<file path="src/sv/brip_pkg.sv">
`timescale 1ns / 1ps
// ----------------------------------------------------------------------------
// brip_pkg
// Shared types and constants of the bilinear record interpolator.
// ----------------------------------------------------------------------------
package brip_pkg;

    localparam int TABLE_DEPTH = 256;
    localparam int FB          = 8;
    localparam int ADDR_W      = $clog2(TABLE_DEPTH);
    localparam int CHANNELS    = 6;
    localparam int CH_W        = 16;
    localparam int GRID_W      = 16;
    localparam int RW_W        = 9;
    localparam int CMD_DEPTH   = 4;
    localparam int RES_DEPTH   = 4;

    localparam int CH_X       = 0;
    localparam int CH_Y       = 1;
    localparam int CH_Z       = 2;
    localparam int CH_HEADING = 3;
    localparam int CH_PITCH   = 4;
    localparam int CH_ROLL    = 5;

    localparam logic KIND_LOAD  = 1'b0;
    localparam logic KIND_QUERY = 1'b1;

    typedef enum logic [1:0] {
        OP_LOAD,
        OP_QUERY,
        OP_RANGE
    } t_op;

    typedef enum logic {
        PH_LEFT,
        PH_RIGHT
    } t_phase;

    typedef logic [CHANNELS-1:0][CH_W-1:0] t_rec;

    typedef struct packed {
        t_op               op;
        logic [ADDR_W-1:0] addr_a;
        logic [ADDR_W-1:0] addr_b;
        logic [FB-1:0]     xf;
        logic [FB-1:0]     yf;
        t_rec              rec;
    } t_cmd;

    typedef struct packed {
        t_rec val;
        logic oor;
    } t_res;

endpackage

</file>
<file path="src/sv/brip_front.sv">
`timescale 1ns / 1ps
// ----------------------------------------------------------------------------
// brip_front
// Holds the row width, computes corner addresses and classifies each item.
// ----------------------------------------------------------------------------
module brip_front (
    input  logic                       i_clk,
    input  logic                       i_rst_n,
    input  logic                       i_cfg_valid,
    output logic                       o_cfg_ready,
    input  logic [brip_pkg::RW_W-1:0]  i_cfg_row_width,
    input  logic                       i_accept,
    input  logic                       i_kind,
    input  logic [7:0]                 i_entry_index,
    input  brip_pkg::t_rec             i_rec,
    input  logic [brip_pkg::GRID_W-1:0] i_grid_x,
    input  logic [brip_pkg::GRID_W-1:0] i_grid_y,
    output logic                       o_push,
    output brip_pkg::t_cmd             o_cmd
);
    import brip_pkg::*;

    localparam int WHOLE_W = GRID_W - FB;
    localparam int IDX_W   = WHOLE_W + RW_W + 2;

    logic [RW_W-1:0]    r_row_width;
    logic [WHOLE_W-1:0] xw;
    logic [WHOLE_W-1:0] yw;
    logic [IDX_W-1:0]   idx_a;
    logic [IDX_W-1:0]   idx_b;
    logic [IDX_W-1:0]   idx_last;
    logic               in_table;
    logic               load_ok;

    assign o_cfg_ready = 1'b1;

    always_ff @(posedge i_clk) begin
        if (!i_rst_n) begin
            r_row_width <= RW_W'(1);
        end else if (i_cfg_valid) begin
            r_row_width <= i_cfg_row_width;
        end
    end

    assign xw       = i_grid_x[GRID_W-1:FB];
    assign yw       = i_grid_y[GRID_W-1:FB];
    assign idx_a    = IDX_W'(yw) * IDX_W'(r_row_width) + IDX_W'(xw);
    assign idx_b    = idx_a + IDX_W'(r_row_width);
    assign idx_last = idx_b + IDX_W'(1);
    assign in_table = (idx_last < IDX_W'(TABLE_DEPTH));
    assign load_ok  = (32'(i_entry_index) < TABLE_DEPTH);

    // Loads that point past the table are dropped here and never queued.
    assign o_push = i_accept && ((i_kind != KIND_LOAD) || load_ok);

    always_comb begin
        o_cmd.rec = i_rec;
        o_cmd.xf  = i_grid_x[FB-1:0];
        o_cmd.yf  = i_grid_y[FB-1:0];
        if (i_kind == KIND_LOAD) begin
            o_cmd.op     = OP_LOAD;
            o_cmd.addr_a = ADDR_W'(i_entry_index);
            o_cmd.addr_b = ADDR_W'(i_entry_index);
        end else begin
            o_cmd.op     = in_table ? OP_QUERY : OP_RANGE;
            o_cmd.addr_a = idx_a[ADDR_W-1:0];
            o_cmd.addr_b = idx_b[ADDR_W-1:0];
        end
    end

endmodule

</file>
<file path="config.mk">
export PLATFORM = sky130hd
export DESIGN_NAME = brip_front
export DESIGN_NICKNAME = d
export VERILOG_FILES = /design/src/sv/brip_pkg.sv /design/src/sv/brip_front.sv
export SDC_FILE = /design/constraint.sdc
export NUM_CORES = 1
export LEC_CHECK = 0
export ABC_AREA = 1
export ABC_CLOCK_PERIOD_IN_PS = 8850
export BUFFER_PORTS_ARGS = -buffer_cell sky130_fd_sc_hd__buf_2
export CAP_MARGIN = 10
export CORE_ASPECT_RATIO = 0.7
export CORE_MARGIN = 3
export CORE_UTILIZATION = 40
export DETAILED_ROUTE_END_ITERATION = 8
export PLACE_DENSITY = 0.73
export SYNTH_ARGS = -nofsm -noshare
export SYNTH_HDL_FRONTEND = slang
export SYNTH_SLANG_ARGS = --single-unit
export TNS_END_PERCENT = 20
</file>
<file path="constraint.sdc">
create_clock -name i_clk -period 8.85 [get_ports i_clk]
set_input_delay 0.885 -clock i_clk [delete_from_list [all_inputs] [get_ports i_clk]]
set_output_delay 0.885 -clock i_clk [all_outputs]
set_load 0.02 [all_outputs]
</file>
==> Yosys cells after proc, flatten, opt, wreduce, memory -nomap -nowiden <==
Index checks and enable logic that the tools add are counted.
Widths: inputs -> output; s select.
{ "word_totals": {"out_inout_bits": 132, "wordCells": 8, "register_bits": 9, "inputBits": 150} }
{ "op_classes": {"magnitude_cmp": 1, "n_addsub": 3, "n_mux": 2, "multipliers": 1} }
{ "op_table": {"columns": ["op", "n"], "rows": [
  ["$add 18x9->19", 1],
  ["$add 19x1->19 const B", 1],
  ["$lt 19x9->1 const B", 1],
  ["$add 17x8->18", 1],
  ["$mux 18", 1],
  ["$mul 8x9->17", 1],
  ["$mux 2", 1]
]} }

==> Logic depth before layout (Yosys ltp) <==
Gate-level depths: netlist of run 1.
{ "logic_depth": {"depth_word": 7, "mapped_depth": 33} }

==> Worst setup path after synthesis of run 1 <==
OpenSTA, ideal clock, no wires.
{ "synth_path": {"path_kind": "in2out", "from": "input i_grid_y[15] in the netlist's numbering", "to": "output o_cmd[129] in the netlist's numbering", "slack_ns": 2.049, "path_stages": 30, "t_arrival_ns": 5.916, "path_buffers": 1, "cell_sequence": "clkbuf_1 -> nand2_1 -> fa_1 -> fa_1 -> inv_1 -> fa_1 -> inv_1 -> fa_1 -> inv_1 -> ha_1 -> nand2_1 -> nand2_1 -> inv_2 -> o21ai_0 -> xor2_1 -> ha_1 -> nand2_1 -> nor2_1 -> nand3_1 -> nand3_1 -> nand2_4 -> nor2_4 -> inv_1 -> nand2_1 -> inv_1 -> nand4_1 -> nand2_1 -> nand2_1 -> nor2_1 -> nor2_1"} }
{ "synth_lines": {"columns": ["element", "line_no", "text"], "rows": [
  ["start, declared", "brip_front.sv:17", "input logic [brip_pkg::GRID_W-1:0] i_grid_y,"],
  ["end, declared", "brip_front.sv:19", "output brip_pkg::t_cmd o_cmd"]
]} }

==> flow_metrics.py, run 1 <==
metrics = {
    "run_status": {
        "outcome": "finished, final reports clean",
    },
    "drt": {
        "m1WireLength_mm": 5.346,
        "dr_wl_met2_mm": 4.535,
        "initialDrtViolationCount": 321,
        "wl_met3_mm": 1.663,
        "via_per_inst": 4.670,
        "vias": 4142,
        "drtAntennaViolNets": 0,
        "wl_mm": 11.67,
        "wl_per_cell_microns": 13.15,
        "drt_pass1_iterations": 4,
        "drc": 0,
        "maxUsedRoutingLayer": "met5",
    },
    "synthesis": {
        "syn-cell-area_sq_um": 5167,
        "seq_area_frac_synth_pct": 3.487,
        "yosys-top-cells-count": "nand2_1 (218), inv_1 (180), buf_4 (114)",
        "synth_edf_count": 0,
        "synth_nets": 1053,
        "yosysWarnings": 0,
        "synth-seq-cells": 9,
        "syn_inst": 801,
        "yosysMostFrequentCell": "nand2_1",
        "synthFlopType": "dfxtp_1",
        "synth_area_leaders": "fa_1 (20%), buf_4 (17%), nand2_1 (16%), inv_1 (13%), ha_1 (12%)",
        "synth_cell_types": 32,
        "syn_area_per_cell_sq_um": 6.451,
        "async_flop_share_pct": 0,
        "synth_area_leader_cell": "fa_1",
        "synth_top_area_share_pct": 19.76,
    },
    "clock_tree": {
        "clock_latency_ps": 240,
        "cts_buffer_depth": 2,
        "cts_buffers": 3,
        "clkTransAtPathRegs_ps": 40,
        "clock_tree.root_cell": "clkbuf_16",
        "cts_hold_buf": 0,
        "post-cts-setup-buffer-count": 0,
        "cts_sinks": 9,
        "cts.repair.resized": 0,
        "h-tree-depth": 1,
        "cts_tree": "yes",
    },
    "floorplanning": {
        "start_util_pct": 41.32,
        "io_pins": 282,
        "core_sq_um": 12510,
        "die_x_microns": 141.9,
        "rows": 34,
        "die_h_microns": 101.1,
        "die-area_sq_um": 14340,
    },
    "worst_setup_path": {
        "cp_slowest_cell": "fa_1",
        "cp_common_cell": "nand2_1",
        "end_kind": "primary output",
        "cp_max_fo": 9,
        "crit_type": "primary input to primary output",
        "critPathMaxStageDelay_ps": 550,
        "cp.arrival_ps": 6170,
        "cp-start-kind": "primary input",
        "crit_required_ps": 7970,
    },
    "worst_hold_path": {
        "hold_path.class": "flop to flop",
    },
    "job": {
        "cap_violations": 0,
    },
    "power": {
        "peakVddDrop_mv": 0.1736,
        "leakage_nw": 3.148,
        "power.density_nw_per_um2": 255.6,
        "fin_total_pwr_mw": 1.224,
    },
    "finish": {
        "area_growth_pct": -7.337,
        "fin_nets": 978,
        "largest_reg_flops": 9,
        "fin_util_pct": 38.29,
        "diodes": 0,
        "drive_above_1_share_pct": 12.97,
        "regMostFlops": "r_row_width",
        "top_regs": "r_row_width (9)",
    },
    "grt": {
        "grt_pass1_vias": 4020,
        "grt_use_total_pct": 16.12,
        "grt-ovfl-total": 0,
        "grt_max_degree": 17,
        "antenna_found_initial": 0,
        "grt_pass1_wl_mm": 19.00,
    },
    "sta": {
        "fmax_ghz": 0.1418,
        "slew_violations": 0,
        "tns_ps": 0,
        "clock_skew_ps": 0,
        "maxSlewHeadroom_pct": 66.52,
        "min_period_ps": 7055,
        "min_period_over_period_pct": 79.71,
        "rsz0062_at_grt": "no",
        "finalHoldViolations": 0,
        "tightest_slew_ps": 501.5,
        "hold_ws_ps": 717.6,
        "setup_violations": 0,
    },
    "place": {
        "hpwl_mm": 10.02,
        "gp_congestion": 0.8880,
        "port_buffers": 54,
    },
}
-- metrics by stage --
step / instances / setup WS, ps / instance area [sq um]
after floorplan: 801 / 2049 / 5167
after global placement: 883 / 1922 / 4710
after detailed placement: 883 / 1769 / 4710
after CTS: 887 / 1744 / 4788
after global routing: 887 / 1369 / 4788
final: 887 / 1795 / 4788
-- logic make-up after synthesis --
kind of cell / after synthesis / synth area share, %
fa+ha+maj: 102 / 32.11
simple gates: 329 / 27.84
flops: 9 / 3.487
buf+inv: 317 / 31.31
xor+xnor: 7 / 1.186
other cells: 1 / 0.07257
compound gates: 36 / 3.995
-- power breakdown --
part	switching (mW)	leakage, nW	total (mW)	internal [mW]
Combinational	0.712	3.03	1.09	0.378
Clock	0.0196	0.0382	0.0798	0.0602
Sequential	0.0107	0.0749	0.0543	0.0436
-- per-layer routing --
metal	GRT usage, %	up-vias
met5	4.561	-
met4	1.327	4
met3	8.772	8
met2	23.16	204
met1	21.80	1836
li1	-	2090
-- critical path: cells and delay by family --
| kind | cells | cell delay, ps |
|---|---|---|
| xor+xnor | 1 | 150 |
| fa+ha+maj | 6 | 2840 |
| simple gates | 16 | 1520 |
| buf+inv | 8 | 680 |
| compound gates | 1 | 90 |
-- layout by cell type, fill, tap and decap left out, drive strengths merged, types with 3 or more instances in the layout --
cell      n
nand2   236
inv     181
buf      54
fa       51
ha       51
nor2     41
nand3    37
o21ai    20
a21oi    12
dfxtp     9
nand4     7
xor2      5
nor3      4
clkbuf    4
or2       3
-- final timing paths --
| check | to | from | cells past startpoint | slack, ps |
|---|---|---|---|---|
| max | o_cmd[129] | i_grid_y[15] | 32 | 1800 |
| min | r_row_width[0] | r_row_width[0] | 2 | 720 |
| max reg2reg | r_row_width[1] | r_row_width[1] | 2 | 7860 |
| min reg2reg | r_row_width[0] | r_row_width[0] | 2 | 720 |
-- cell type report --
class	count	area, sq um
multi-input combinational	475	3369
inverter	183	686.9
fill	1358	7719
sequential	9	180.2
tap	162	202.7
timing repair buffer	54	270.3
clock buffer	4	78.83
(Power assumes the default switching activity.)
==> run 2: changes to the inputs <==
- ABC_AREA: 1 -> 0
- ABC_CLOCK_PERIOD_IN_PS: 8850 -> 5850
- PLACE_DENSITY: 0.73 -> 0.77
- clock period: 8.85 -> 5.85 ns (I/O delays scaled with it)
==> flow_metrics.py, run 2 <==
metrics = {
    "power": {
        "peakVddDrop_mv": 0.2445,
        "fin_total_pwr_mw": 1.701,
        "leakage_nw": 2.738,
        "power.density_nw_per_um2": 329.3,
    },
    "run_status": {
        "outcome": "complete, but fails checks",
        "violations": "setup timing",
    },
    "worst_setup_path": {
        "cp.arrival_ps": 5890,
        "cp_max_fo": 7,
        "r2r_cells": 4,
        "rr_startpoint": "r_row_width[7]",
        "cp-start-kind": "primary input",
        "r2r_setup_slack_ps": 4910,
        "crit_type": "primary input to primary output",
        "end_kind": "primary output",
        "r2r_end": "r_row_width[7]",
        "crit_required_ps": 5270,
        "critPathLaunch": "i_grid_y[15]",
    },
    "floorplanning": {
        "die_x_microns": 136.6,
        "start_util_pct": 42.14,
        "core_sq_um": 11330,
        "die_h_microns": 97.41,
        "rows": 32,
        "die-area_sq_um": 13300,
        "io_pins": 282,
    },
    "clock_tree": {
        "clkTransAtPathRegs_ps": 40,
        "cts_tree": "yes",
        "clock_tree.root_cell": "clkbuf_16",
        "cts_buffers": 3,
        "cts_buffer_depth": 2,
        "clock_latency_ps": 230,
        "h-tree-depth": 1,
        "cts_sinks": 9,
        "cts_hold_buf": 0,
    },
    "sta": {
        "rsz0062_at_grt": "yes",
        "setup_violations": 2,
        "timing.final.ws_setup_ps": -621.5,
        "clock_skew_ps": 0,
        "fmax_ghz": 0.1545,
        "min_period_ps": 6471,
        "min_period_over_period_pct": 110.6,
        "finalHoldViolations": 0,
        "slew_violations": 0,
    },
    "finish": {
        "largest_reg_flops": 9,
        "top_regs": "r_row_width (9)",
        "area_growth_pct": 8.202,
        "diodes": 0,
        "regMostFlops": "r_row_width",
        "drive_above_1_share_pct": 31.80,
        "fin_nets": 841,
        "final_common_cell": "inv_1",
        "layout_common_cells": "inv_1 (80), buf_4 (73), buf_2 (49)",
    },
    "synthesis": {
        "synthFlopType": "dfxtp_1",
        "synth_nets": 835,
        "syn_area_per_cell_sq_um": 8.190,
        "syn_inst": 583,
        "syn-cell-area_sq_um": 4775,
        "synth_top_area_share_pct": 21.38,
        "synth_cell_types": 57,
        "seq_area_frac_synth_pct": 3.774,
        "yosysMostFrequentCell": "buf_4",
        "async_flop_share_pct": 0,
        "synth_area_leaders": "fa_1 (21%), buf_4 (18%), ha_1 (13%), inv_1 (6.6%), and2_1 (6.4%)",
        "yosysWarnings": 0,
        "yosys-top-cells-count": "buf_4 (114), inv_1 (84), fa_1 (51), ha_1 (51), and2_1 (49)",
        "synth_edf_count": 0,
        "synth-seq-cells": 9,
        "synth_area_leader_cell": "fa_1",
    },
    "place": {
        "gp_congestion": 0.8725,
        "hpwl_mm": 10.12,
        "dp_slack_ps": -771.8,
        "port_buffers": 54,
    },
    "grt": {
        "grt-ovfl-total": 0,
        "grt_pass1_wl_mm": 19.22,
        "grt_max_degree": 16,
        "grt_pass1_vias": 3968,
        "antenna_found_initial": 0,
        "grt_use_total_pct": 17.50,
    },
    "drt": {
        "dr_wl_met2_mm": 5.062,
        "initialDrtViolationCount": 233,
        "via_per_inst": 5.171,
        "wl_mm": 11.74,
        "maxUsedRoutingLayer": "met4",
        "wl_met3_mm": 1.197,
        "drt_pass1_iterations": 4,
        "drtAntennaViolNets": 0,
        "wl_per_cell_microns": 15.84,
        "vias": 3832,
        "m1WireLength_mm": 5.295,
        "drc": 0,
    },
    "worst_hold_path": {
        "hold_start": "i_cfg_row_width[0]",
        "whs_path_depth": 3,
        "hold_path.class": "primary input to flop",
        "holdPathEnd": "r_row_width[0]",
    },
    "job": {
        "cap_violations": 0,
    },
}
-- run 2: cell count changes after synthesis, sizes merged, moves of 9 or more --
cell / previous run / this run
nand2: 236 / 44
inv: 181 / 84
and2: 0 / 52
nand3: 37 / 4
nor2: 41 / 11
clkbuf: 20 / 9
nor2b: 0 / 11
mux2i: 0 / 10
o21ai: 20 / 10
a211oi: 0 / 9
a21o: 0 / 9
-- run 2: cell families after synthesis --
family          synth area share (%)
mux                            3.512
simple gates                   16.54
buf+inv                        25.71
compound gates                 12.34
xor+xnor                       3.302
flops                          3.774
other cells                  0.07854
fa+ha+maj                      34.75
-- run 2: area by class of cell --
cell class / instances / area, sq um
fillers: 1105 / 6165
multi-input cells: 365 / 3540
repair buffers: 126 / 855.8
inverters: 84 / 315.3
well taps: 153 / 191.4
flip-flops and latches: 9 / 185.2
clock buffers: 4 / 78.83
-- run 2: power breakdown --
part	switching, mW	internal (mW)	leakage, nW
clock network	0.0267	0.0908	0.0382
registers	0.00669	0.0658	0.0758
logic	0.755	0.757	2.62
-- run 2: worst max-delay path by stage --
stage | to | slack, ps | cells after the start
6_report | o_cmd[129] | -620 | 23
3_3_place_gp | o_cmd[129] | -540 | 23
2_1_floorplan | o_cmd[129] | -220 | 22
4_1_cts | o_cmd[129] | -640 | 20
5_1_grt | o_cmd[129] | -870 | 23
3_5_place_dp | o_cmd[129] | -770 | 22
-- run 2: per-layer routing --
metal / up-vias / track usage, %
li1: 1780 / -
met3: 32 / 6.004
met1: 1821 / 24.37
met2: 199 / 26.57
met5: - / 0.3968
met4: 0 / 2.943
-- run 2: timing repair --
item,in CTS,in global routing
pin swaps,1,3
resized for setup,10,14
endpoints found under the hold margin,0,0
setup buffers,1,0
gates cloned,0,0
endpoints found under the setup margin,2,2
-- run 2: worst max-delay path, cell delays in order --
cell and delay [ps]:
buf_2 140, nand2_1 80, fa_1 480, fa_1 510, inv_1 50, fa_1 520, inv_1 50, fa_1 490
inv_2 50, ha_4 270, o211ai_1 120, o21ai_1 220, xor2_1 100, ha_2 180, a2111o_1 330, a2111oi_4 220
nor3b_2 110, xor2_1 160, a211oi_2 140, nand3_1 90, or4_4 570, a22o_4 250, buf_2 150
-- run 2: through the flow --
step / util [%] / instance area, sq um / hold slack [ps] / instances / setup TNS (ps)
2_1_floorplan: - / 4954 / 566.5 / 583 / -427.7
3_3_place_gp: 44.29 / 5019 / 710.6 / 736 / -1027
3_5_place_dp: 44.29 / 5019 / 726.1 / 736 / -1483
4_1_cts: 45.34 / 5137 / 581.6 / 741 / -1225
5_1_grt: 45.59 / 5166 / 602.4 / 741 / -1733
6_report: 45.59 / 5166 / 587.0 / 741 / -1180
