[src/sv/brip_pkg.sv]
`timescale 1ns / 1ps
// ----------------------------------------------------------------------------
// brip_pkg
// Shared types and constants of the bilinear record interpolator.
// ----------------------------------------------------------------------------
package brip_pkg;

    localparam int TABLE_DEPTH = 256;
    localparam int FB          = 8;
    localparam int ADDR_W      = $clog2(TABLE_DEPTH);
    localparam int CHANNELS    = 6;
    localparam int CH_W        = 16;
    localparam int GRID_W      = 16;
    localparam int RW_W        = 9;
    localparam int CMD_DEPTH   = 4;
    localparam int RES_DEPTH   = 4;

    localparam int CH_X       = 0;
    localparam int CH_Y       = 1;
    localparam int CH_Z       = 2;
    localparam int CH_HEADING = 3;
    localparam int CH_PITCH   = 4;
    localparam int CH_ROLL    = 5;

    localparam logic KIND_LOAD  = 1'b0;
    localparam logic KIND_QUERY = 1'b1;

    typedef enum logic [1:0] {
        OP_LOAD,
        OP_QUERY,
        OP_RANGE
    } t_op;

    typedef enum logic {
        PH_LEFT,
        PH_RIGHT
    } t_phase;

    typedef logic [CHANNELS-1:0][CH_W-1:0] t_rec;

    typedef struct packed {
        t_op               op;
        logic [ADDR_W-1:0] addr_a;
        logic [ADDR_W-1:0] addr_b;
        logic [FB-1:0]     xf;
        logic [FB-1:0]     yf;
        t_rec              rec;
    } t_cmd;

    typedef struct packed {
        t_rec val;
        logic oor;
    } t_res;

endpackage

[src/sv/brip_queue.sv]
`timescale 1ns / 1ps
// ----------------------------------------------------------------------------
// brip_queue
// Short command queue between the classifying front and the executing back.
// ----------------------------------------------------------------------------
module brip_queue (
    input  logic          i_clk,
    input  logic          i_rst_n,
    input  logic          i_push,
    input  brip_pkg::t_cmd i_cmd,
    output logic          o_full,
    input  logic          i_pop,
    output logic          o_valid,
    output brip_pkg::t_cmd o_cmd
);
    import brip_pkg::*;

    localparam int AW = $clog2(CMD_DEPTH);

    t_cmd            r_mem [CMD_DEPTH];
    logic [AW-1:0]   r_wr_ptr;
    logic [AW-1:0]   r_rd_ptr;
    logic [AW:0]     r_count;
    logic            wr_en;
    logic            rd_en;

    assign o_full  = (r_count == (AW+1)'(CMD_DEPTH));
    assign o_valid = (r_count != '0);
    assign o_cmd   = r_mem[r_rd_ptr];
    assign wr_en   = i_push && !o_full;
    assign rd_en   = i_pop && o_valid;

    always_ff @(posedge i_clk) begin
        if (wr_en) begin
            r_mem[r_wr_ptr] <= i_cmd;
        end
    end

    always_ff @(posedge i_clk) begin
        if (!i_rst_n) begin
            r_wr_ptr <= '0;
            r_rd_ptr <= '0;
            r_count  <= '0;
        end else begin
            if (wr_en) begin
                r_wr_ptr <= r_wr_ptr + AW'(1);
            end
            if (rd_en) begin
                r_rd_ptr <= r_rd_ptr + AW'(1);
            end
            r_count <= r_count + (AW+1)'(wr_en) - (AW+1)'(rd_en);
        end
    end

endmodule

[config.mk]
export PLATFORM = sky130hd
export DESIGN_NAME = brip_queue
export DESIGN_NICKNAME = d
export VERILOG_FILES = /design/src/sv/brip_pkg.sv /design/src/sv/brip_queue.sv
export SDC_FILE = /design/constraint.sdc
export NUM_CORES = 1
export LEC_CHECK = 0
export ABC_AREA = 1
export BUFFER_PORTS_ARGS = -buffer_cell sky130_fd_sc_hd__buf_2
export CELL_PAD_IN_SITES_DETAIL_PLACEMENT = 1
export CELL_PAD_IN_SITES_GLOBAL_PLACEMENT = 1
export CORE_ASPECT_RATIO = 2
export CORE_MARGIN = 10
export CORE_UTILIZATION = 25
export DETAILED_ROUTE_END_ITERATION = 12
export PLACE_DENSITY_LB_ADDON = 0.12
export SLEW_MARGIN = 0
export SYNTH_ARGS = -nofsm -noshare
export SYNTH_HDL_FRONTEND = slang
export SYNTH_SLANG_ARGS = --single-unit
[constraint.sdc]
create_clock -name i_clk -period 23.5 [get_ports i_clk]
set_input_delay 4.7 -clock i_clk [delete_from_list [all_inputs] [get_ports i_clk]]
set_output_delay 4.7 -clock i_clk [all_outputs]
set_load 0.01 [all_outputs]
Word level (Yosys, flattened, before mapping)
Memories as Yosys holds them, arrays and structs flattened. A register that Yosys moved wholly into a read port is not among the register bits.
Cells that the tools add are included.
Widths: inputs -> output; s select.
{"block": "totals", "ff_bits": 7, "latchBits": 0, "ramBits": 520, "rom_bits": 0, "elab_cells": 17, "memories": 1}
{"block": "classes", "n_addsub": 4, "multipliers": 0, "div": 0, "n_lt_le_gt_ge": 0, "eq_ne": 1, "shift": 0, "mux": 4, "n_bitwise": 0, "n_reduce_logical": 4}
{"name": "r_mem", "words": 4, "width": 130, "rd": 1, "rd_ports_with_merged_regs": 1, "write_ports": 1, "line_no": "brip_queue.sv:20", "source": "t_cmd r_mem [CMD_DEPTH];"}
{"cell": "$add 2x1->2 const B", "count": 2}
{"cell": "$mux 2", "count": 2}
{"cell": "$add 3x1->3", "count": 1}
{"cell": "$eq 3x3->1 const B", "count": 1}
{"cell": "$reduce_bool 3->1", "count": 1}
{"cell": "$sub 3x1->3", "count": 1}
{"cell": "$logic_and 1x1->1", "count": 2}
{"cell": "$mux 1", "count": 2}
{"cell": "$logic_not 1->1", "count": 1}

Longest topological paths before layout
Gate-level depths: netlist of run 1.
{"block": "depth", "word_depth": 5, "ltp_mapped": 10, "mapped_depth_nobuf": 10}

Least setup slack after synthesis of run 1
No wires, ideal clock.
{"block": "synth_timing", "path_kind": "input to register", "start": "input port i_push", "end": "memory r_mem[0][0] (netlist name) (enable)", "arrival_ps": 10219, "t_required_ps": 22879, "path_slack_ps": 12660, "cell_stages": 2, "cell_sequence": "nand2_1 -> nor2_1"}
{"block": "synth_between", "elab_chain_cells": 3}
{"item": "from (decl)", "line_no": "brip_queue.sv:9", "source": "input logic i_push,"}
{"item": "$logic_and 1x1->1", "line_no": "brip_queue.sv:30", "source": "assign wr_en = i_push && !o_full;"}
{"item": "$mux 1", "line_no": "brip_queue.sv:34", "source": "if (wr_en) begin"}
{"item": "$mux 1 (implied by the code)", "line_no": "brip_queue.sv:35", "source": "r_mem[r_wr_ptr] <= i_cmd;"}
{"item": "to (decl)", "line_no": "brip_queue.sv:20"}
Every way passes these cells.

==> impl_metrics.json, run 1 <==
{
  "cts_setup_buffers": 0,
  "p_per_area_mw_per_mm2": 110,
  "cpMaxStageDelayCell": "buf_4",
  "required_ns": 18.80,
  "cp_num_buf_inv": 3,
  "dp_hpwl_mm": 34.6,
  "clock_path_buffers": 3,
  "max_freq_mhz": 124,
  "port_buffers": 265,
  "drive_gt1_share_pct": 22.5,
  "htreeDepth": 2,
  "finalCritPeriodShare_pct": 34.3,
  "fin_worst_skew_ns": 0.0189,
  "slowest_delay_ns": 0.82,
  "status": "completed",
  "synthCells": 1323,
  "slew_headroom_pct": 31.2,
  "fin_tns_setup_ns": 0,
  "finalWorstSetupSlack_ns": 15.44,
  "seq_area_frac_synth_pct": 79.9,
  "crit_fanout": 177,
  "synth_area_sq_mm": 0.0198,
  "cts_tree": "built",
  "reg2reg_slack_ns": 20.35,
  "grt_pass1_vias": 12900,
  "peakVddDrop_mv": 0.0591,
  "num-nets-final": 1714,
  "postRouteAntennaNets": 0,
  "hold_path_class": "reg2reg",
  "maxCapViolCount": 0,
  "drtIter0Drc": 555,
  "cp_top_family": "buffers and inverters",
  "cp-start-kind": "register",
  "worstSetupEndpointType": "primary output",
  "rows": 145,
  "critPathKind": "reg2out",
  "grt_max_degree": 178,
  "pre_cts_ws_ns": 15.93,
  "routed_wl_mm": 59.4,
  "yosysWarnings": 0,
  "worstPathArrival_ns": 3.36,
  "dr.pass1.iters": 4,
  "die_y_microns": 418,
  "max_slew.worst_pin.slew_ns": 1.03,
  "leakage_uw": 0.00801,
  "ys_ff_latch": 529,
  "rsz0062_at_grt": "false",
  "grt-ovfl-total": 0,
  "grt_usage_pct": 12.7,
  "place_congestion": 0.708,
  "path_cells": "inv_12, buf_4, o21ai_0, o22ai_1, buf_2",
  "grt_pass1_wl_mm": 87.2,
  "report.final.slew_viol_count": 0,
  "drc": 0,
  "cts-resized-gates": 0,
  "clkTransAtPathRegs_ns": 0.07,
  "detail_route.vias_per_cell": 4.53,
  "final_common_cell": "edfxtp_1",
  "vias": 12000,
  "synth_nets": 1464,
  "core_area_sq_mm": 0.0782,
  "grt_antenna_before_repair": 24,
  "die_w_microns": 219,
  "wl_per_cell_microns": 22.5,
  "avgSynthCellArea_sq_um": 14.9,
  "clkLatencyLatePin_ns": 0.60,
  "final_cell_mix": "520 x edfxtp_1, 268 x nor2_1, 265 x buf_2, 191 x o21ai_0, 130 x o22ai_1",
  "synth_cell_types": 22,
  "setup_violations": 0,
  "clock_tree.root_cell": "clkbuf_16",
  "io_pins": 266,
  "start_util_pct": 25.3,
  "die_area_sq_mm": 0.0914,
  "final_hold_viol_count": 0,
  "area_delta_synth_final_pct": 19.8,
  "final.min_clock_period_ns": 8.06,
  "cts_inserted_buffers": 52,
  "clock-sinks": 529,
  "cts_hold_buf": 0
}
-- path summary, 6_finish.rpt --
check	start	cells after the start	to
setup / recovery	register	5	o_cmd[8]
hold reg to reg	r_rd_ptr[0]$_SDFFE_PN0P_	2	register
setup reg to reg	r_count[1]$_SDFF_PN0_	6	r_mem[1][23]$_DFFE_PP_
hold / removal	r_rd_ptr[0]$_SDFFE_PN0P_	2	register
-- worst reg2reg max path, stage by stage (launching register included) --
cell and delay [ns]:
dfxtp_1 0.40, nor2_1 0.10, nand2_1 0.20, nand2_1 0.33, nor2_4 0.18, buf_4 0.77
buf_4 0.77
-- Yosys cell counts, drive strengths merged --
| cell type | number | area, sq um |
|---|---|---|
| buf | 40 | 380 |
| a21boi | 2 | 15.0 |
| dfxtp | 9 | 180 |
| ha | 6 | 75.1 |
| clkbuf | 45 | 175 |
| o22ai | 130 | 813 |
| o21ai | 261 | 1310 |
| a21oi | 4 | 20.0 |
| edfxtp | 520 | 15600 |
| nand2 | 13 | 48.8 |
| fa | 1 | 20.0 |
| inv | 17 | 76.3 |
| nand3 | 3 | 15.0 |
| nor2 | 272 | 1020 |
-- routing by layer --
| layer | vias up | global-route usage [%] | part of all wire, % |
|---|---|---|---|
| li1 | 5493 | - | - |
| met1 | 6073 | 15.3 | 42 |
| met3 | 102 | 4.13 | 6.7 |
| met5 | - | 0 | 0.36 |
| met4 | 32 | 3.46 | 2.0 |
| met2 | 276 | 21.3 | 49 |
-- power by group --
group | switching, uW | internal, uW
logic | 416 | 167
clock network | 358 | 478
registers | 32.0 | 1150
-- kinds of logic after synthesis --
family	Yosys count	synth area share, %
compound gates	397	10.9
flops	529	79.9
buf+inv	102	3.20
fa+ha+maj	7	0.481
simple gates	288	5.49
-- through the flow --
stage,total power [uW],cell area (sq um),cells,hold WS (ns),util (%)
after global placement,1810,22000,2548,0.467,28.1
after floorplan,1550,19800,1323,0.448,-
after global routing,2750,23700,2640,0.524,30.3
after detailed placement,1820,22000,2548,0.474,28.1
after CTS,2680,23700,2640,0.492,30.3
final,2600,23700,2641,0.492,30.3
-- cell type report --
class                           count  area, sq um
Fill cell                        8341        54500
Sequential cell                   529        15800
Multi-Input combinational cell    692         3360
Timing Repair Buffer              281         1470
Clock buffer                       66         1380
Tap cell                         1029         1290
Clock inverter                     26          288
Inverter                           17         78.8
Antenna cell                        1         2.50
-- registers in the layout, summed over array words and instances (netlist names), named ones only --
| name | cells |
|---|---|
| r_mem | 520 |
| r_rd_ptr | 2 |
| r_wr_ptr | 2 |
| r_count | 3 |
Note: power is estimated with default switching activity, not from simulation.
==> inputs of run 2 (changes only) <==
--- a/config.mk
+++ b/config.mk
@@ -5,7 +5,7 @@
 export SDC_FILE = /design/constraint.sdc
 export NUM_CORES = 1
 export LEC_CHECK = 0
-export ABC_AREA = 1
+export ABC_AREA = 0
 export BUFFER_PORTS_ARGS = -buffer_cell sky130_fd_sc_hd__buf_2
 export CELL_PAD_IN_SITES_DETAIL_PLACEMENT = 1
 export CELL_PAD_IN_SITES_GLOBAL_PLACEMENT = 1
==> constraint.sdc (replaced) <==
create_clock -name i_clk -period 7.7 [get_ports i_clk]
set_input_delay 1.54 -clock i_clk [delete_from_list [all_inputs] [get_ports i_clk]]
set_output_delay 1.54 -clock i_clk [all_outputs]
set_load 0.01 [all_outputs]
==> run 2 against run 1 <==
  * Synthesized cell count fell by 45%
  * Critical path type unchanged
  * Critical path depth fell by 2
  * Count of clock-buffer cells in the layout is 1 lower
  * Synthesized area fell by 2.2%
  * Wire length is 21% lower
  * Global-route usage decreased by 2.3 points
  * Non-clock buffer count down 9
  * Hold slack improved by 0.017 ns
==> impl_metrics.json, run 2 <==
{
  "final.min_clock_period_ns": 4.56,
  "io_pins": 266,
  "grt_pass1_vias": 10100,
  "rsz0062_at_grt": "false",
  "hold_path_class": "reg2reg",
  "place_congestion": 0.649,
  "cts_tree": "built",
  "clock_path_buffers": 3,
  "p_per_area_mw_per_mm2": 331,
  "cts_inserted_buffers": 51,
  "die_y_microns": 413,
  "synth_nets": 868,
  "cp-start-kind": "register",
  "yosys-top-cells-area": "edfxtp_1 81%, mux4_2 15%, buf_12 1.1%, dfxtp_1 0.93%, ha_1 0.39%",
  "seq_area_frac_synth_pct": 81.7,
  "final_hold_viol_count": 0,
  "grt_antenna_before_repair": 14,
  "yosysMostFrequentCell": "edfxtp_1",
  "setup_violations": 0,
  "clock-sinks": 529,
  "start_util_pct": 25.1,
  "largest_reg_flops": 520,
  "wl_per_cell_microns": 22.5,
  "routed_wl_mm": 47.0,
  "rows": 144,
  "synthCells": 727,
  "cts_setup_buffers": 0,
  "postRouteAntennaNets": 0,
  "num-nets-final": 1162,
  "slew_headroom_pct": 31.3,
  "max_freq_mhz": 219,
  "dp_hpwl_mm": 26.8,
  "dr.pass1.iters": 4,
  "cts-resized-gates": 0,
  "finalCritPeriodShare_pct": 59.2,
  "largestRegisters": "r_mem: 520 flops, r_count: 3 flops",
  "report.final.slew_viol_count": 0,
  "detail_route.vias_per_cell": 4.12,
  "drc": 0,
  "synth_ff_type": "edfxtp_1",
  "fin_worst_skew_ns": 0.0149,
  "critPathKind": "reg2out",
  "avgSynthCellArea_sq_um": 26.6,
  "htreeDepth": 2,
  "fin_tns_setup_ns": 0,
  "worstPathArrival_ns": 3.02,
  "synth_cell_types": 21,
  "die_w_microns": 217,
  "synth_top_area_cell": "edfxtp_1",
  "placed_area_sq_mm": 0.0218,
  "final_cell_mix": "520 x edfxtp_1, 265 x buf_2, 130 x mux4_2, 53 x clkbuf_16, 12 x clkbuf_1",
  "peakVddDrop_mv": 0.183,
  "area_delta_synth_final_pct": 21.1,
  "finalInstanceArea_sq_mm": 0.0234,
  "clock_tree.root_cell": "clkbuf_16",
  "maxCapViolCount": 0,
  "final_common_cell": "edfxtp_1",
  "cts_hold_buf": 0,
  "grt_max_degree": 80,
  "synth_common_cells": "520 x edfxtp_1, 130 x mux4_2, 11 x buf_12",
  "top_register": "r_mem",
  "drive_gt1_share_pct": 45.3,
  "grt-ovfl-total": 0,
  "synth_area_sq_mm": 0.0193,
  "status": "completed",
  "max_slew.worst_pin.slew_ns": 1.03,
  "grt_usage_pct": 10.4,
  "ys_ff_latch": 529,
  "worstSetupEndpointType": "primary output",
  "synthDominantCellAreaShare_pct": 80.8,
  "port_buffers": 265,
  "drtIter0Drc": 394,
  "core_area_sq_mm": 0.0769,
  "required_ns": 6.16,
  "crit_fanout": 42,
  "vias": 8610,
  "async_flop_share_pct": 0,
  "yosysWarnings": 0,
  "leakage_uw": 0.00757,
  "clkTransAtPathRegs_ns": 0.06,
  "synth_edf_count": 520,
  "clkLatencyLatePin_ns": 0.59,
  "grt_pass1_wl_mm": 69.1,
  "die_area_sq_mm": 0.0895
}
==> run 2: cell types whose count changed after synthesis, sizes merged, moves of 4 or more <==
cell,before,now
a21oi,4,0
and2,0,7
buf,40,28
clkbuf,45,3
inv,17,5
mux4,0,130
nand2,13,4
nor2,272,0
nor2b,0,4
o21ai,261,0
o22ai,130,0
xnor2,0,4
==> run 2: kinds of logic (layout without fill, tap and decap cells) <==
logic type,after synthesis,after routing,synth area share [%]
flops,529,529,81.7
mux,132,132,15.2
buf+inv,36,371,1.79
simple gates,17,17,0.505
fa+ha+maj,7,7,0.492
xor+xnor,4,4,0.181
compound gates,2,2,0.0906
other cells,0,4,0
==> run 2: critical path: stages (launching register included) <==
cell     delay, ns
dfxtp_4       0.95
buf_4         0.63
mux4_2        0.61
buf_2         0.17
==> run 2: final timing paths <==
path | start | end | slack [ns] | depth (start not counted)
worst min register to register | r_wr_ptr[1]$_SDFFE_PN0P_ | r_wr_ptr[1]$_SDFFE_PN0P_ | 0.51 | 2
worst max register to register | r_count[1]$_SDFF_PN0_ | r_mem[0][27]$_DFFE_PP_ | 4.72 | 4
worst max-delay path | register | o_cmd[26] | 3.14 | 3
worst min-delay path | r_wr_ptr[1]$_SDFFE_PN0P_ | r_wr_ptr[1]$_SDFFE_PN0P_ | 0.51 | 2
==> run 2: power by group <==
group	switching, uW	leakage [uW]	internal, uW
combinational	873	0.00192	741
clock	1080	0.000807	1430
sequential	145	0.00484	3490
==> run 2: through the flow <==
step                      hold slack [ns]  utilization [%]  instances  setup slack, ns  power (uW)
after floorplan                     0.468                -        727             2.29        4760
after global placement              0.488             28.3       1990             3.53        5400
after detailed placement            0.492             28.3       1990             3.50        5410
after CTS                           0.504             30.4       2084             2.91        7990
after global routing                0.537             30.4       2084             2.80        8170
final                               0.509             30.4       2088             3.14        7760
==> run 2: layout make-up <==
cell class	count	area (sq um)
multi-input combinational	162	3200
sequential	529	15800
clock inverter	29	283
tap	1022	1280
clock buffer	65	1370
antenna	4	10.0
inverter	5	18.8
timing repair buffer	272	1450
fill	7791	53500
==> run 2: layer usage <==
| layer | global-route usage, % | up-vias | part of all wire [%] |
|---|---|---|---|
| met5 | 0 | - | 0.35 |
| met3 | 3.62 | 92 | 7.4 |
| met1 | 12.4 | 4520 | 41 |
| met4 | 3.74 | 24 | 2.7 |
| li1 | - | 3725 | - |
| met2 | 17.2 | 249 | 49 |
==> inputs of run 3 (changes only) <==
==> constraint.sdc (replaced) <==
create_clock -name i_clk -period 4.4 [get_ports i_clk]
set_input_delay 0.88 -clock i_clk [delete_from_list [all_inputs] [get_ports i_clk]]
set_output_delay 0.88 -clock i_clk [all_outputs]
set_load 0.01 [all_outputs]
==> run 3 against run 2 <==
  * Hold slack got worse by 0.017 ns
  * Worst setup slack got worse by 2.0 ns
  * Critical path depth did not move
  * Sequential power rose by 72%
  * Cell count rose by 0.38%
  * Combinational power rose by 88%
  * Non-clock buffer count rose by 9
  * Register-to-register slack got worse by 3.0 ns
  * Global-route usage rose by 0.44 points
  * Count of clock-buffer cells in the layout fell by 3
  * Clock skew rose by 0.0041 ns
  * Critical endpoint is now o_cmd[48]
  * Highest routed layer unchanged
==> impl_metrics.json, run 3 (synthesis gave the netlist of run 2 again) <==
{
  "setup_violations": 0,
  "drtIter0Drc": 426,
  "clock_tree.root_cell": "clkbuf_16",
  "fin_tns_setup_ns": 0,
  "grt_usage_pct": 10.8,
  "finalWorstSetupSlack_ns": 1.11,
  "cp-start-kind": "register",
  "report.final.slew_viol_count": 0,
  "grt_pass1_vias": 10100,
  "fin_worst_skew_ns": 0.0190,
  "wl_met1_mm": 19.0,
  "cts_tree": "built",
  "detail_route.vias_per_cell": 4.17,
  "max_slew.worst_pin.slew_ns": 0.682,
  "finalCritPeriodShare_pct": 74.7,
  "wl_per_cell_microns": 23.4,
  "postRouteAntennaNets": 0,
  "drive_gt1_share_pct": 45.9,
  "area_delta_synth_final_pct": 21.9,
  "worstPathArrival_ns": 2.41,
  "top_register": "r_mem",
  "worst-r2r-cell-count": 11,
  "crit_fanout": 61,
  "place_congestion": 0.663,
  "min_path_cells": 1,
  "grt_antenna_before_repair": 18,
  "leakage_uw": 0.00764,
  "status": "completed",
  "cts_setup_buffers": 0,
  "rows": 144,
  "grt_pass1_wl_mm": 71.8,
  "htreeDepth": 2,
  "highest_layer": "met5",
  "dr.pass1.iters": 4,
  "routed_wl_mm": 49.0,
  "vias": 8732,
  "pre_cts_ws_ns": 1.34,
  "clock_path_buffers": 3,
  "max_freq_mhz": 304,
  "core_area_sq_mm": 0.0769,
  "cts_hold_buf": 0,
  "clkTransAtPathRegs_ns": 0.06,
  "start_util_pct": 25.1,
  "cts_inserted_buffers": 51,
  "final_hold_viol_count": 0,
  "final_cell_mix": "520 x edfxtp_1, 265 x buf_2, 130 x mux4_2, 52 x clkbuf_16, 13 x buf_12",
  "final.min_clock_period_ns": 3.29,
  "rsz0062_at_grt": "false",
  "maxCapViolCount": 0,
  "die_y_microns": 413,
  "die_w_microns": 217,
  "clkLatencyLatePin_ns": 0.60,
  "worstSetupEndpointType": "primary output",
  "hold_path_class": "in2reg",
  "required_ns": 3.52,
  "io_pins": 266,
  "clock-sinks": 529,
  "grt_max_degree": 62,
  "final_common_cell": "edfxtp_1",
  "num-nets-final": 1171,
  "dp_hpwl_mm": 30.5,
  "critPathKind": "reg2out",
  "largest_reg_flops": 520,
  "p_per_area_mw_per_mm2": 580,
  "port_buffers": 265,
  "peakVddDrop_mv": 0.282,
  "wl_met2_mm": 24.8,
  "die_area_sq_mm": 0.0895,
  "dr_wl_met3_mm": 3.69,
  "cts-resized-gates": 0,
  "drc": 0,
  "largestRegisters": "r_mem: 520 flops, r_count: 3 flops",
  "grt-ovfl-total": 0,
  "slew_headroom_pct": 54.5
}
## run 3: changes by cell type in the layout (fill, tap and decap cells not counted), sizes merged
cell,previous run,this run
diode,4,1
buf,272,281
clkbuf,65,62
clkinv,21,25
inv,6,7
## run 3: path summary, 6_finish.rpt
check	slack [ns]	to	from
hold / removal	0.49	r_mem[2][33]$_DFFE_PP_	i_cmd[33]
setup reg to reg	1.74	r_count[2]$_SDFF_PN0_	r_count[1]$_SDFF_PN0_
hold reg to reg	0.52	r_wr_ptr[0]$_SDFFE_PN0P_	r_wr_ptr[0]$_SDFFE_PN0P_
setup / recovery	1.11	o_cmd[48]	register
## run 3: report_power, final
group / switching (uW) / leakage [uW] / internal [uW]
Clock: 1920 / 0.000808 / 2470
Combinational: 1680 / 0.00199 / 1350
Sequential: 145 / 0.00484 / 6100
## run 3: cell type report
| class | instances | area (sq um) |
|---|---|---|
| clock inverters | 34 | 313 |
| repair buffers | 281 | 1610 |
| well taps | 1022 | 1280 |
| flip-flops and latches | 529 | 15800 |
| multi-input cells | 162 | 3200 |
| fillers | 7778 | 53400 |
| inverters | 5 | 18.8 |
| diodes | 1 | 2.50 |
| clock buffers | 62 | 1340 |
## run 3: worst max-delay path: stages (launching register included)
cell	delay, ns
dfxtp_4	0.68
buf_12	0.39
mux4_2	0.42
buf_2	0.17
## run 3: layer usage
layer,vias up,global-route usage [%]
li1,3740,-
met1,4608,12.2
met2,259,18.6
met3,101,3.89
met4,24,3.82
met5,-,0
## run 3: through the flow
| step | power, uW | area (sq um) | instances | utilization [%] | hold WS [ns] |
|---|---|---|---|---|---|
| 4_1_cts | 14100 | 23600 | 2095 | 30.6 | 0.423 |
| 2_1_floorplan | 8290 | 19300 | 727 | - | 0.468 |
| 6_report | 13700 | 23600 | 2096 | 30.6 | 0.492 |
| 3_5_place_dp | 9570 | 21900 | 1999 | 28.5 | 0.505 |
| 3_3_place_gp | 9550 | 21900 | 1999 | 28.5 | 0.504 |
| 5_1_grt | 14400 | 23600 | 2095 | 30.6 | 0.455 |
